## src/rtl/core/ssl_pkg.sv

```systemverilog
// Types and constants of the symbol and string lexer
package ssl_pkg;

  localparam int POSITION_BITS_DEF = 16;
  localparam int KEYWORD_BYTES_DEF = 8;

  localparam int CFG_INDEX_BITS = 8;
  localparam int CFG_DATA_BITS  = 64;
  localparam int KW_LEN_BITS    = 4;

  localparam logic [CFG_INDEX_BITS-1:0] REG_KW0_TEXT = 8'd0;
  localparam logic [CFG_INDEX_BITS-1:0] REG_KW0_LEN  = 8'd1;
  localparam logic [CFG_INDEX_BITS-1:0] REG_KW1_TEXT = 8'd2;
  localparam logic [CFG_INDEX_BITS-1:0] REG_KW1_LEN  = 8'd3;

  localparam logic [1:0] KIND_STRING = 2'd0;
  localparam logic [1:0] KIND_SYMBOL = 2'd1;
  localparam logic [1:0] KIND_KNOWN  = 2'd2;
  localparam logic [1:0] KIND_END    = 2'd3;

  localparam logic [1:0] STATUS_OK      = 2'd0;
  localparam logic [1:0] STATUS_NOQUOTE = 2'd1;
  localparam logic [1:0] STATUS_UNKNOWN = 2'd2;
  localparam logic [1:0] STATUS_UNUSED  = 2'd3;

  localparam logic [7:0] CHAR_QUOTE = 8'h22;

  localparam int FIFO_DEPTH = 4;
  localparam int FIFO_PTR_BITS = 2;
  localparam int FIFO_CNT_BITS = 3;

  typedef enum logic [3:0] {
    MODE_IDLE   = 4'b0001,
    MODE_STRING = 4'b0010,
    MODE_SYMBOL = 4'b0100,
    MODE_FAILED = 4'b1000
  } mode_e;

  function automatic logic is_space(input logic [7:0] c);
    return (c == 8'h20) || ((c >= 8'h09) && (c <= 8'h0D));
  endfunction

  function automatic logic is_symbol_char(input logic [7:0] c);
    return (c >= 8'h21) && (c <= 8'h7E) && (c != CHAR_QUOTE) && (c != 8'h5B) && (c != 8'h5D);
  endfunction

  function automatic logic is_digit(input logic [7:0] c);
    return (c >= 8'h30) && (c <= 8'h39);
  endfunction

endpackage

```

## src/rtl/core/symbol_string_lexer.sv

```systemverilog
// Symbol and string lexer: one source byte per transaction, token results out
//
//  channel | direction | handshake               | payload
//  cfg     | in        | cfg_valid_i/cfg_ready_o | cfg_index_i, cfg_data_i
//  in      | in        | in_valid_i/in_ready_o   | text_byte_i, end_of_text_i
//  out     | out       | out_valid_o/out_ready_i | token_kind_o .. stream_done_o
//
// One byte is taken per cycle while in_ready_o is high; its zero, one or two
// results enter a 4-entry result queue at that edge and wait behind older ones.
// in_ready_o drops while the queue has fewer than two free entries.
// Reset clears the scan state, keywords and queue; no clearing pass.
// cfg_ready_o is always high.
module symbol_string_lexer #(
  parameter int POSITION_BITS = ssl_pkg::POSITION_BITS_DEF,
  parameter int KEYWORD_BYTES = ssl_pkg::KEYWORD_BYTES_DEF
) (
  input  logic                                clk_i,
  input  logic                                rst_ni,
  input  logic                                cfg_valid_i,
  output logic                                cfg_ready_o,
  input  logic [ssl_pkg::CFG_INDEX_BITS-1:0]  cfg_index_i,
  input  logic [ssl_pkg::CFG_DATA_BITS-1:0]   cfg_data_i,
  input  logic                                in_valid_i,
  output logic                                in_ready_o,
  input  logic [7:0]                          text_byte_i,
  input  logic                                end_of_text_i,
  output logic                                out_valid_o,
  input  logic                                out_ready_i,
  output logic [1:0]                          token_kind_o,
  output logic                                keyword_index_o,
  output logic [POSITION_BITS-1:0]            token_start_o,
  output logic [POSITION_BITS-1:0]            token_length_o,
  output logic [1:0]                          parse_status_o,
  output logic                                stream_done_o
);

  localparam int PREFIX_BITS = 8 * KEYWORD_BYTES;
  localparam logic [POSITION_BITS-1:0] POS_MAX = {POSITION_BITS{1'b1}};

  function automatic logic [POSITION_BITS-1:0] sat_inc(input logic [POSITION_BITS-1:0] v);
    return (v == POS_MAX) ? v : v + POSITION_BITS'(1);
  endfunction

  function automatic logic kw_match(input logic [PREFIX_BITS-1:0]             text,
                                    input logic [ssl_pkg::KW_LEN_BITS-1:0]   len,
                                    input logic [POSITION_BITS-1:0]          run,
                                    input logic [PREFIX_BITS-1:0]            prefix);
    logic eq;
    eq = (len != '0) && (len <= ssl_pkg::KW_LEN_BITS'(KEYWORD_BYTES)) &&
         (run == POSITION_BITS'(len));
    for (int i = 0; i < KEYWORD_BYTES; i++) begin
      if ((ssl_pkg::KW_LEN_BITS'(i) < len) && (text[8*i +: 8] != prefix[8*i +: 8])) begin
        eq = 1'b0;
      end
    end
    return eq;
  endfunction

  // configuration registers
  logic [ssl_pkg::CFG_DATA_BITS-1:0] kw0_text_q, kw1_text_q;
  logic [ssl_pkg::KW_LEN_BITS-1:0]   kw0_len_q, kw1_len_q;

  assign cfg_ready_o = 1'b1;

  always_ff @(posedge clk_i or negedge rst_ni) begin
    if (!rst_ni) begin
      kw0_text_q <= '0;
      kw0_len_q  <= '0;
      kw1_text_q <= '0;
      kw1_len_q  <= '0;
    end else if (cfg_valid_i) begin
      case (cfg_index_i)
        ssl_pkg::REG_KW0_TEXT: kw0_text_q <= cfg_data_i;
        ssl_pkg::REG_KW0_LEN:  kw0_len_q  <= cfg_data_i[ssl_pkg::KW_LEN_BITS-1:0];
        ssl_pkg::REG_KW1_TEXT: kw1_text_q <= cfg_data_i;
        ssl_pkg::REG_KW1_LEN:  kw1_len_q  <= cfg_data_i[ssl_pkg::KW_LEN_BITS-1:0];
        default: ;
      endcase
    end
  end

  // scan state
  ssl_pkg::mode_e           mode_q, mode_n, mode_d;
  logic [POSITION_BITS-1:0] pos_q, pos_n, pos_d;
  logic [POSITION_BITS-1:0] start_q, start_n, start_d;
  logic [POSITION_BITS-1:0] run_q, run_n, run_d;
  logic [PREFIX_BITS-1:0]   prefix_q, prefix_n, prefix_d;

  logic in_fire;
  logic handled, failed_in;
  logic str_close, sym_mid, sym_end;
  logic end_valid;
  logic [POSITION_BITS-1:0] end_start, end_len;
  logic [1:0] end_status;

  assign in_fire = in_valid_i && in_ready_o;

  always_comb begin
    mode_n     = mode_q;
    start_n    = start_q;
    run_n      = run_q;
    prefix_n   = prefix_q;
    handled    = 1'b0;
    failed_in  = 1'b0;
    str_close  = 1'b0;
    sym_mid    = 1'b0;
    sym_end    = 1'b0;
    end_valid  = 1'b0;
    end_start  = '0;
    end_len    = '0;
    end_status = ssl_pkg::STATUS_OK;

    case (mode_q)
      ssl_pkg::MODE_FAILED: begin
        failed_in = 1'b1;
        handled   = 1'b1;
      end
      ssl_pkg::MODE_STRING: begin
        if (text_byte_i == ssl_pkg::CHAR_QUOTE) begin
          str_close = 1'b1;
          mode_n    = ssl_pkg::MODE_IDLE;
        end else begin
          run_n = sat_inc(run_q);
        end
        handled = 1'b1;
      end
      ssl_pkg::MODE_SYMBOL: begin
        if (ssl_pkg::is_symbol_char(text_byte_i)) begin
          for (int i = 0; i < KEYWORD_BYTES; i++) begin
            if (run_q == POSITION_BITS'(i)) begin
              prefix_n[8*i +: 8] = text_byte_i;
            end
          end
          run_n   = sat_inc(run_q);
          handled = 1'b1;
        end else begin
          sym_mid = 1'b1;
          mode_n  = ssl_pkg::MODE_IDLE;
        end
      end
      default: ;
    endcase

    if (!handled) begin
      if (ssl_pkg::is_space(text_byte_i)) begin
        mode_n = mode_n;
      end else if (text_byte_i == ssl_pkg::CHAR_QUOTE) begin
        mode_n  = ssl_pkg::MODE_STRING;
        start_n = pos_q;
        run_n   = '0;
      end else if (ssl_pkg::is_symbol_char(text_byte_i) && !ssl_pkg::is_digit(text_byte_i)) begin
        mode_n   = ssl_pkg::MODE_SYMBOL;
        start_n  = pos_q;
        run_n    = POSITION_BITS'(1);
        prefix_n = PREFIX_BITS'(text_byte_i);
      end else begin
        end_valid  = 1'b1;
        end_start  = pos_q;
        end_status = ssl_pkg::STATUS_UNKNOWN;
        mode_n     = ssl_pkg::MODE_FAILED;
      end
    end

    pos_n = failed_in ? pos_q : sat_inc(pos_q);

    if (!failed_in && (mode_n != ssl_pkg::MODE_FAILED) && end_of_text_i) begin
      end_valid = 1'b1;
      if (mode_n == ssl_pkg::MODE_STRING) begin
        end_start  = start_n;
        end_len    = run_n;
        end_status = ssl_pkg::STATUS_NOQUOTE;
      end else begin
        sym_end    = (mode_n == ssl_pkg::MODE_SYMBOL);
        end_start  = pos_n;
        end_status = ssl_pkg::STATUS_OK;
      end
    end

    if (end_of_text_i) begin
      mode_d   = ssl_pkg::MODE_IDLE;
      pos_d    = '0;
      start_d  = '0;
      run_d    = '0;
      prefix_d = '0;
    end else begin
      mode_d   = mode_n;
      pos_d    = pos_n;
      start_d  = start_n;
      run_d    = run_n;
      prefix_d = prefix_n;
    end
  end

  always_ff @(posedge clk_i or negedge rst_ni) begin
    if (!rst_ni) begin
      mode_q   <= ssl_pkg::MODE_IDLE;
      pos_q    <= '0;
      start_q  <= '0;
      run_q    <= '0;
      prefix_q <= '0;
    end else if (in_fire) begin
      mode_q   <= mode_d;
      pos_q    <= pos_d;
      start_q  <= start_d;
      run_q    <= run_d;
      prefix_q <= prefix_d;
    end
  end

  // token result: closed string or finished symbol
  logic                     tok_valid, tok_kw_idx, hit0, hit1;
  logic [1:0]               tok_kind;
  logic [POSITION_BITS-1:0] tok_start, tok_len;
  logic [PREFIX_BITS-1:0]   tok_prefix;

  always_comb begin
    tok_valid  = str_close || sym_mid || sym_end;
    tok_start  = sym_end ? start_n : start_q;
    tok_len    = sym_end ? run_n : run_q;
    tok_prefix = sym_end ? prefix_n : prefix_q;
    hit0 = kw_match(kw0_text_q[PREFIX_BITS-1:0], kw0_len_q, tok_len, tok_prefix);
    hit1 = kw_match(kw1_text_q[PREFIX_BITS-1:0], kw1_len_q, tok_len, tok_prefix);
    tok_kw_idx = 1'b0;
    if (str_close) begin
      tok_kind = ssl_pkg::KIND_STRING;
    end else if (hit0) begin
      tok_kind = ssl_pkg::KIND_KNOWN;
    end else if (hit1) begin
      tok_kind   = ssl_pkg::KIND_KNOWN;
      tok_kw_idx = 1'b1;
    end else begin
      tok_kind = ssl_pkg::KIND_SYMBOL;
    end
  end

  // result queue
  logic [1:0]               q_kind   [ssl_pkg::FIFO_DEPTH];
  logic                     q_kw     [ssl_pkg::FIFO_DEPTH];
  logic [POSITION_BITS-1:0] q_start  [ssl_pkg::FIFO_DEPTH];
  logic [POSITION_BITS-1:0] q_len    [ssl_pkg::FIFO_DEPTH];
  logic [1:0]               q_status [ssl_pkg::FIFO_DEPTH];
  logic                     q_done   [ssl_pkg::FIFO_DEPTH];

  logic [ssl_pkg::FIFO_PTR_BITS-1:0] wp_q, rp_q, wp1;
  logic [ssl_pkg::FIFO_CNT_BITS-1:0] cnt_q, push_cnt;
  logic                              out_fire;

  assign out_valid_o = (cnt_q != '0);
  assign in_ready_o  = (cnt_q <= ssl_pkg::FIFO_CNT_BITS'(ssl_pkg::FIFO_DEPTH - 2));
  assign out_fire    = out_valid_o && out_ready_i;
  assign wp1         = wp_q + ssl_pkg::FIFO_PTR_BITS'(1);
  assign push_cnt    = in_fire ? (ssl_pkg::FIFO_CNT_BITS'(tok_valid) +
                                  ssl_pkg::FIFO_CNT_BITS'(end_valid)) : '0;

  always_ff @(posedge clk_i) begin
    if (in_fire) begin
      if (tok_valid) begin
        q_kind[wp_q]   <= tok_kind;
        q_kw[wp_q]     <= tok_kw_idx;
        q_start[wp_q]  <= tok_start;
        q_len[wp_q]    <= tok_len;
        q_status[wp_q] <= ssl_pkg::STATUS_OK;
        q_done[wp_q]   <= 1'b0;
        if (end_valid) begin
          q_kind[wp1]   <= ssl_pkg::KIND_END;
          q_kw[wp1]     <= 1'b0;
          q_start[wp1]  <= end_start;
          q_len[wp1]    <= end_len;
          q_status[wp1] <= end_status;
          q_done[wp1]   <= 1'b1;
        end
      end else if (end_valid) begin
        q_kind[wp_q]   <= ssl_pkg::KIND_END;
        q_kw[wp_q]     <= 1'b0;
        q_start[wp_q]  <= end_start;
        q_len[wp_q]    <= end_len;
        q_status[wp_q] <= end_status;
        q_done[wp_q]   <= 1'b1;
      end
    end
  end

  always_ff @(posedge clk_i or negedge rst_ni) begin
    if (!rst_ni) begin
      wp_q  <= '0;
      rp_q  <= '0;
      cnt_q <= '0;
    end else begin
      wp_q  <= wp_q + push_cnt[ssl_pkg::FIFO_PTR_BITS-1:0];
      rp_q  <= rp_q + ssl_pkg::FIFO_PTR_BITS'(out_fire);
      cnt_q <= cnt_q + push_cnt - ssl_pkg::FIFO_CNT_BITS'(out_fire);
    end
  end

  assign token_kind_o    = q_kind[rp_q];
  assign keyword_index_o = q_kw[rp_q];
  assign token_start_o   = q_start[rp_q];
  assign token_length_o  = q_len[rp_q];
  assign parse_status_o  = q_status[rp_q];
  assign stream_done_o   = q_done[rp_q];

endmodule

```

## config.mk

```make
export PLATFORM = sky130hd
export DESIGN_NAME = symbol_string_lexer
export DESIGN_NICKNAME = d
export VERILOG_FILES = /design/src/rtl/core/ssl_pkg.sv /design/src/rtl/core/symbol_string_lexer.sv
export SDC_FILE = /design/constraint.sdc
export NUM_CORES = 1
export LEC_CHECK = 0
export ABC_AREA = 1
export BUFFER_PORTS_ARGS = -buffer_cell sky130_fd_sc_hd__buf_2
export CAP_MARGIN = 25
export CORE_MARGIN = 5
export CORE_UTILIZATION = 49
export DETAILED_ROUTE_END_ITERATION = 12
export GPL_TIMING_DRIVEN = 1
export PLACE_DENSITY_LB_ADDON = 0.05
export SYNTH_ARGS = -nofsm -noshare
export SYNTH_HDL_FRONTEND = slang
export SYNTH_SLANG_ARGS = --single-unit
export TNS_END_PERCENT = 5
```

## constraint.sdc

```tcl
create_clock -name clk_i -period 6.51 [get_ports clk_i]
set_input_delay 0.3255 -clock clk_i [delete_from_list [all_inputs] [get_ports clk_i]]
set_output_delay 0.3255 -clock clk_i [all_outputs]
set_load 0.03 [all_outputs]
```

After elaboration in Yosys (flattened, before gate mapping):

Memory sizes are Yosys's and may differ from the RTL's.
Cells that the tools add are included.

* bitwise operators: 6
* muxes and demuxes: 110
* eq/ne operators: 41
* order comparisons: 25
* $add $sub $neg: 8
* reduce and logical (&&, ||, !) cells: 46

Operator list (count)
* $mux W64: 8
* $mux W16: 28
* $ne A8 B8 Y1: 16
* $eq A16 B3 Y1 const B: 4
* $mux W8: 8
* $mux W1: 45
* $add A16 B1 Y16 const B: 2
* $eq A16 B16 Y1 const B: 2
* $eq A16 B2 Y1 const B: 2
* $eq A16 B4 Y1: 2
* $lt A3 B4 Y1 const A: 8
* $pmux W16 S2: 1
* $logic_and A1 B1 Y1: 31
* $mux W4: 7
* $mux W2: 11
* $eq A16 B1 Y1 const B: 1
* $eq A8 B2 Y1 const B: 2
* $eq A8 B6 Y1 const B: 2
* $ge A8 B6 Y1 const B: 2
* $logic_not A16 Y1: 1
* $lt A1 B4 Y1 const A: 4
* $lt A2 B4 Y1 const A: 4
* $ne A8 B7 Y1 const B: 2
* $eq A4 B2 Y1 const B: 2
* other kinds (27): 41

* word-level logic and storage cells: 254
* register bits: 259
* memories kept: 6
* input bits: 86
* bits in writable memories: 152

Memory list
* q_len: depth 4, bits a word 16, rd ports 1, clocked after Yosys merged registers in 0, wr ports 2, RTL line symbol_string_lexer.sv:240 `logic [POSITION_BITS-1:0] q_len [ssl_pkg::FIFO_DEPTH];`
* q_start: depth 4, bits a word 16, rd ports 1, clocked after Yosys merged registers in 0, wr ports 2, RTL line symbol_string_lexer.sv:239 `logic [POSITION_BITS-1:0] q_start [ssl_pkg::FIFO_DEPTH];`
* q_kind: depth 4, bits a word 2, rd ports 1, clocked after Yosys merged registers in 0, wr ports 2, RTL line symbol_string_lexer.sv:237 `logic [1:0] q_kind [ssl_pkg::FIFO_DEPTH];`
* q_status: depth 4, bits a word 2, rd ports 1, clocked after Yosys merged registers in 0, wr ports 2, RTL line symbol_string_lexer.sv:241 `logic [1:0] q_status [ssl_pkg::FIFO_DEPTH];`
* q_done: depth 4, bits a word 1, rd ports 1, clocked after Yosys merged registers in 0, wr ports 2, RTL line symbol_string_lexer.sv:242 `logic q_done [ssl_pkg::FIFO_DEPTH];`
* q_kw: depth 4, bits a word 1, rd ports 1, clocked after Yosys merged registers in 0, wr ports 2, RTL line symbol_string_lexer.sv:238 `logic q_kw [ssl_pkg::FIFO_DEPTH];`

Longest topological paths before layout:

Gate-level depths: netlist (run 1).

* word-level depth: 29
* gate-level depth with buffers: 34
* mapped depth without buffers: 32

Worst setup path after synthesis (run 1):

OpenSTA, ideal clock, no wires.

* kind: reg2reg
* start point: register mode_q[0]
* end point: memory q_len[2][0] in the netlist's numbering (enable)
* path slack: 2032 ps
* arrival: 4084 ps
* cell stages (with the launch flop): 26
* data required time: 6117 ps
* buffers on the path: 2
* setup time: 393 ps
* path through: dfstp_2 > inv_1 > nand2_1 > nor2_1 > nand2_1 > inv_2 > nor2_1 > nand3_1 > inv_2 > nand3_1 > nand2_1 > nor2_1 > buf_2 > buf_2 > a21oi_1 > inv_1 > nand2_1 > ha_1 > inv_1 > nor2_1 > clkinv_1 > o21ai_1 > inv_1 > nor3_2 > inv_1 > nand2_1

RTL lines
* start, declared: RTL line symbol_string_lexer.sv:83 `ssl_pkg::mode_e mode_q, mode_n, mode_d;`
* start signal, assigned: RTL line symbol_string_lexer.sv:196 `mode_q <= ssl_pkg::MODE_IDLE;`
* start signal, assigned: RTL line symbol_string_lexer.sv:202 `mode_q <= mode_d;`
* end, declared: RTL line symbol_string_lexer.sv:240

==> results.toml, run 1 <==
[global_routing]
grtUsageTotal_pct = 28.2
use_met1_pct = 36.6
first_global_vias = 24300
met3_usage_pct = 3.53
grt-ovfl-total = 0
antenna_found_initial = 0
grt_max_degree = 110
grt.met2_usage_pct = 49.4
top_usage_layer = "met2"
grt_pass1_wl_um = 130000

[placement]
hpwl_um = 55000
gp_congestion = 0.922
io_buffers = 125

[power_and_ir_drop]
ir_drop_uv = 200
power_frac_comb_pct = 42.2
power_switching_share_pct = 42.8
switchingPower_mw = 4.49
p_per_area_nw_per_um2 = 370
p_int_mw = 6.02
finalPower_mw = 10.5
power.leakage_nw = 13.6
p_clk_share_pct = 25.8
seqPwrFrac_pct = 32.0

[clock_network]
cts_buffers = 48
path_clk_slew_ns = 0.06
post_cts_buffers = 0
clockRootBuffer = "clkbuf_16"
h-tree-depth = 2
cts_buffer_depth = 3
clock-sinks = 411
cts-resized-gates = 0
cts_tree = "yes"
clkLatencyLatePin_ns = 0.60
cts_hold_buf = 38

[worst_setup_path]
crit_buf_inv = 8
critPathKind = "reg -> reg"
cp-end-kind = "flip-flop"
critPathSlowestCell = "clkinv_1"
max_stage_delay_ns = 0.80
required_ns = 6.93
worstPathMaxFanout = 49
cp_top_family = "buffers and inverters"
worst_setup_path_start_kind = "flip-flop"
worstPathArrival_ns = 5.72
worstPathCellList = "inv_2, nand2_1, nor3_4, buf_4, clkinv_1, o21ai_0, nor2_1, inv_1, ha_1, nand2_1, nor2_1, inv_1, nor2_1, inv_1, nand2_1, buf_4, clkinv_1, o22ai_1"

[sta]
rsz0062_at_grt = "no"
setup_viol = 0
max_slew_margin_pct = 35.8
finClkSkew_ns = 0.0211
setup_tns_ns = 0
hold_viol = 0
fmax_mhz = 188
min_period_ns = 5.31
fin_crit_sh_pct = 81.5
drv_slew = 0
tightest_slew_ns = 0.959

[die]
num_rows = 83
ios = 127
die_area_sq_um = 56400
core-area_sq_um = 51300
die_w_um = 237
initial_core_util_pct = 49.4
fp.dieH_um = 237

[yosys]
syn-num-nets = 3692
syn_inst = 3593
synthFlopType = "dfrtp_1"
ys_warn_count = 0
yosysMostFrequentCell = "nand2_1"
yosys.area.top_type = "dfrtp_1"
syn_avg_cell_area_sq_um = 7.05
ys_seq_area_share_pct = 43.0
ys_top_cells_by_count = "1158 x nand2_1, 431 x o21ai_0, 386 x inv_1"
ys_ff_latch = 411
async_flop_share_pct = 63.0
syn_area_sq_um = 25300
synthTopCellsByArea = "dfrtp_1 25%, nand2_1 17%, edfxtp_1 16%"
synth_top_area_share_pct = 25.5
synth_edf_count = 136
synth.distinct_cells = 48

[flow_run]
maxCapViolCount = 0

[status]
status = "complete, no violations"

[finish]
drive_above_1_share_pct = 7.76
finalNetCount = 3762
area_growth_pct = 12.3
antenna_cells = 0

[route]
drt_iter0_drc = 2086
vias = 24800
drc = 0
drt-total-wl_um = 81500
postRouteAntennaNets = 0
vias_per_cell = 5.66
wl_per_cell_um = 18.6
dr.pass1.iters = 6

[min_path]
hold_path.class = "in -> reg"
-- path summary, 6_finish.rpt --
kind / slack [ns] / from / to / cells after the start
setup reg to reg: 1.20 / mode_q[3] / q_start[2][4] / 18
max in group asynchronous: 4.80 / rst_ni / rp_q[0] / 3
setup / recovery: 1.20 / mode_q[3] / q_start[2][4] / 18
hold reg to reg: 0.45 / q_kw[1] / q_kw[1] / 2
hold / removal: 0.02 / cfg_data_i[17] / kw1_text_q[17] / 3
min in group asynchronous: 0.27 / rst_ni / prefix_q[34] / 2
-- registers in the layout, indices dropped and copies added, names as in the netlist, 16 cells and up --
register / cells
q_start: 64
run_q: 16
prefix_q: 64
kw0_text_q: 64
q_len: 64
start_q: 16
kw1_text_q: 64
pos_q: 16
-- kinds of logic (layout without fill, tap and decap cells) --
group                      count (synthesis)  after routing  synth area share (%)
and+or+nand+nor                         1803           1803                  29.9
DFF                                      411            411                  43.0
other                                      1              1                0.0148
adders and majority gates                 13             13                 0.672
buffers and inverters                    590            697                  9.02
AOI/OAI and AO/OA                        755            755                  16.7
xor gates and xnor gates                  20             20                 0.691
-- tightest hold or removal path: cells and delay by family --
family	cells	cell delay, ns
AO/OA/AOI/OAI	1	0.08
buffers and inverters	2	0.16
-- metal layers --
metal,part of all wire [%],wire length (um)
met3,5.9,4780
met1,43,34800
met4,2.7,2230
met2,49,39700
met5,0,0
-- power groups by stage --
stage          Clock [mW]  Combinational, mW  Sequential, mW
2_1_floorplan           0               3.12            3.32
5_1_grt              2.88               4.92            3.39
3_5_place_dp            0               4.39            3.40
4_1_cts              2.76               4.42            3.35
6_report             2.71               4.44            3.36
3_3_place_gp            0               4.30            3.39
-- per-stage QoR --
step | hold slack, ns | setup slack (ns) | instances | cell area [sq um] | utilization, %
after floorplan | 0.0299 | 2.03 | 3593 | 25300 | -
after global placement | 0.310 | 1.29 | 4254 | 26500 | 51.6
after detailed placement | 0.312 | 1.18 | 4254 | 26500 | 51.6
after CTS | 0.000291 | 1.18 | 4379 | 28400 | 55.4
after global routing | 0.0226 | 0.763 | 4380 | 28400 | 55.4
final | 0.0216 | 1.20 | 4380 | 28400 | 55.4
-- cell type report --
class,instances,area (sq um)
tap,680,851
inverter,401,1510
sequential,411,10900
multi-input combinational,2592,12200
clock inverter,19,211
timing repair buffer,209,1420
fill,4974,22900
clock buffer,68,1360
-- placed cells by master, fill, tap and decap left out, types with 5 or more instances in the layout --
cell,n
o21ai_1,20
nand3b_1,77
clkbuf_16,48
inv_1,381
ha_1,12
nor3_1,17
o211ai_1,50
clkbuf_8,8
o21ai_0,431
inv_2,9
dfrtp_1,257
nor2_2,5
dlygate4sd3_1,38
buf_4,42
edfxtp_1,136
nand4_1,12
clkinv_2,8
dfxtp_1,16
nor2_1,246
a21oi_1,25
a22oi_1,17
clkinv_1,11
xor2_1,18
or2_2,6
clkbuf_1,12
o22ai_1,198
buf_2,124
nand2_1,1155
nand3_1,254
Note: power is estimated with default switching activity, not from simulation.
==> inputs of run 2 (changes only) <==
Clock period 6.51 ns to 4.7 ns, I/O delays scaled along.
==> run 2 against run 1 <==
Compared with the run above:
- combinational power increased by 40%
- routed wire length shrank 1.8%
- largest power group unchanged
- cell area increased by 1.3%
- global-route usage shrank 0.34 points
- final cell count grew 0.87%
==> results.toml, run 2 (synthesis results as in run 1) <==
[sta]
finClkSkew_ns = 0.0204
setup_tns_ns = 0
fin_crit_sh_pct = 92.1
fmax_mhz = 231
max_slew_margin_pct = 29.4
hold_viol = 0
tightest_slew_ns = 1.06
setup_viol = 0
rsz0062_at_grt = "no"
fin_ws_ns = 0.371
min_period_ns = 4.33
drv_slew = 0

[route]
drt_iter0_drc = 2139
vias = 24800
vias_per_cell = 5.62
dr.pass1.iters = 7
wl_per_cell_um = 18.1
postRouteAntennaNets = 0
drc = 0
drt-total-wl_um = 80100

[worst_setup_path]
critPathSlowestCell = "dfstp_2"
critPathKind = "reg -> reg"
r2r_start = "mode_q[0]"
required_ns = 5.18
max_stage_delay_ns = 0.51
worstPathArrival_ns = 4.81
worstPathMaxFanout = 57
cp-end-kind = "flip-flop"
worst_path_most_repeated_cell = "nand2_1"
critPathLaunch = "mode_q[0]"
worst_setup_path_start_kind = "flip-flop"
r2r_cells = 28

[global_routing]
grt_pass1_wl_um = 129000
grt_max_degree = 118
grt-ovfl-total = 0
antenna_found_initial = 1
grtUsageTotal_pct = 27.8
first_global_vias = 24100

[die]
die_area_sq_um = 56400
die_w_um = 237
core-area_sq_um = 51300
fp.dieH_um = 237
ios = 127
num_rows = 83
initial_core_util_pct = 49.4

[flow_run]
maxCapViolCount = 0

[clock_network]
cts_tree = "yes"
cts_buffers = 46
clock-sinks = 411
path_clk_slew_ns = 0.06
cts_buffer_depth = 3
clockRootBuffer = "clkbuf_16"
h-tree-depth = 2
clkLatencyLatePin_ns = 0.59

[power_and_ir_drop]
ir_drop_uv = 323
p_per_area_nw_per_um2 = 506
power.leakage_nw = 13.8

[finish]
fin_area_sq_um = 28800
layout_common_cells = "1156 x nand2_1, 431 x o21ai_0, 382 x inv_1"
drive_above_1_share_pct = 7.89
finalNetCount = 3800
final_common_cell = "nand2_1"
area_growth_pct = 13.7
final_util_pct = 56.2
stdcell_count = 4418

[min_path]
hold_path.class = "in -> reg"
min_path_cells = 3
min_from = "cfg_data_i[47]"

[placement]
place_ws_ns = 0.159
io_buffers = 125
dp.cells = 4269
hpwl_um = 53800
placed_area_sq_um = 26600
gp_congestion = 0.934

[status]
status = "complete, no violations"
==> run 2: changes by cell type in the layout (fill, tap and decap cells not counted), sizes merged <==
cell and delta:
clkbuf -5, clkinvlp -1, diode +1, buf +14, bufinv +2, clkinv +3
dlygate4sd3 +26, inv -2
==> run 2: final cells by class <==
cell class,instances,area [sq um]
sequential,411,10900
multi-input combinational,2592,12200
tap,680,851
antenna,1,2.50
inverter,401,1510
timing repair buffer,249,1810
clock buffer,63,1290
fill,4940,22500
clock inverter,21,254
==> run 2: worst paths after layout <==
path | slack (ns) | endpoint
max reg2reg | 0.37 | q_kind[1][0]
min | 0.05 | kw0_text_q[47]
min in group asynchronous | 0.25 | prefix_q[28]
max in group asynchronous | 3.16 | start_q[11]
max | 0.37 | q_kind[1][0]
min reg2reg | 0.46 | q_done[2]
==> run 2: per-stage QoR <==
step	total power, mW	hold slack (ns)
2_1_floorplan	8.93	-0.0606
3_3_place_gp	10.7	0.301
3_5_place_dp	10.8	0.309
4_1_cts	14.6	0.0303
5_1_grt	15.5	0.0666
6_report	14.6	0.0548
==> run 2: per-layer routing <==
metal	track usage, %	vias to the layer above	part of all wire, %
met5	0	-	0.015
met4	9.11	2	3.6
met3	3.92	173	5.6
met2	47.5	769	48
met1	36.8	11800	43
li1	-	12100	-
==> run 2: critical path: cells and delay by family, from the launching register on <==
family,cells,cell delay [ns]
flip-flops,1,0.51
buffers and inverters,6,0.62
AO/OA/AOI/OAI,1,0.09
AND/OR/NAND/NOR,21,2.96
==> run 2: repair_timing <==
action / CTS / global route
endpoints found under the setup margin: 0 / 12
setup buffers: 0 / 0
resized for setup: 0 / 5
endpoints found under the hold margin: 214 / 0
hold buffers: 64 / 0
==> run 2: power by group <==
group | switching (mW) | internal (mW) | leakage, nW
logic | 4.36 | 1.87 | 8.10
clock network | 1.52 | 2.20 | 0.743
registers | 0.288 | 4.34 | 4.94
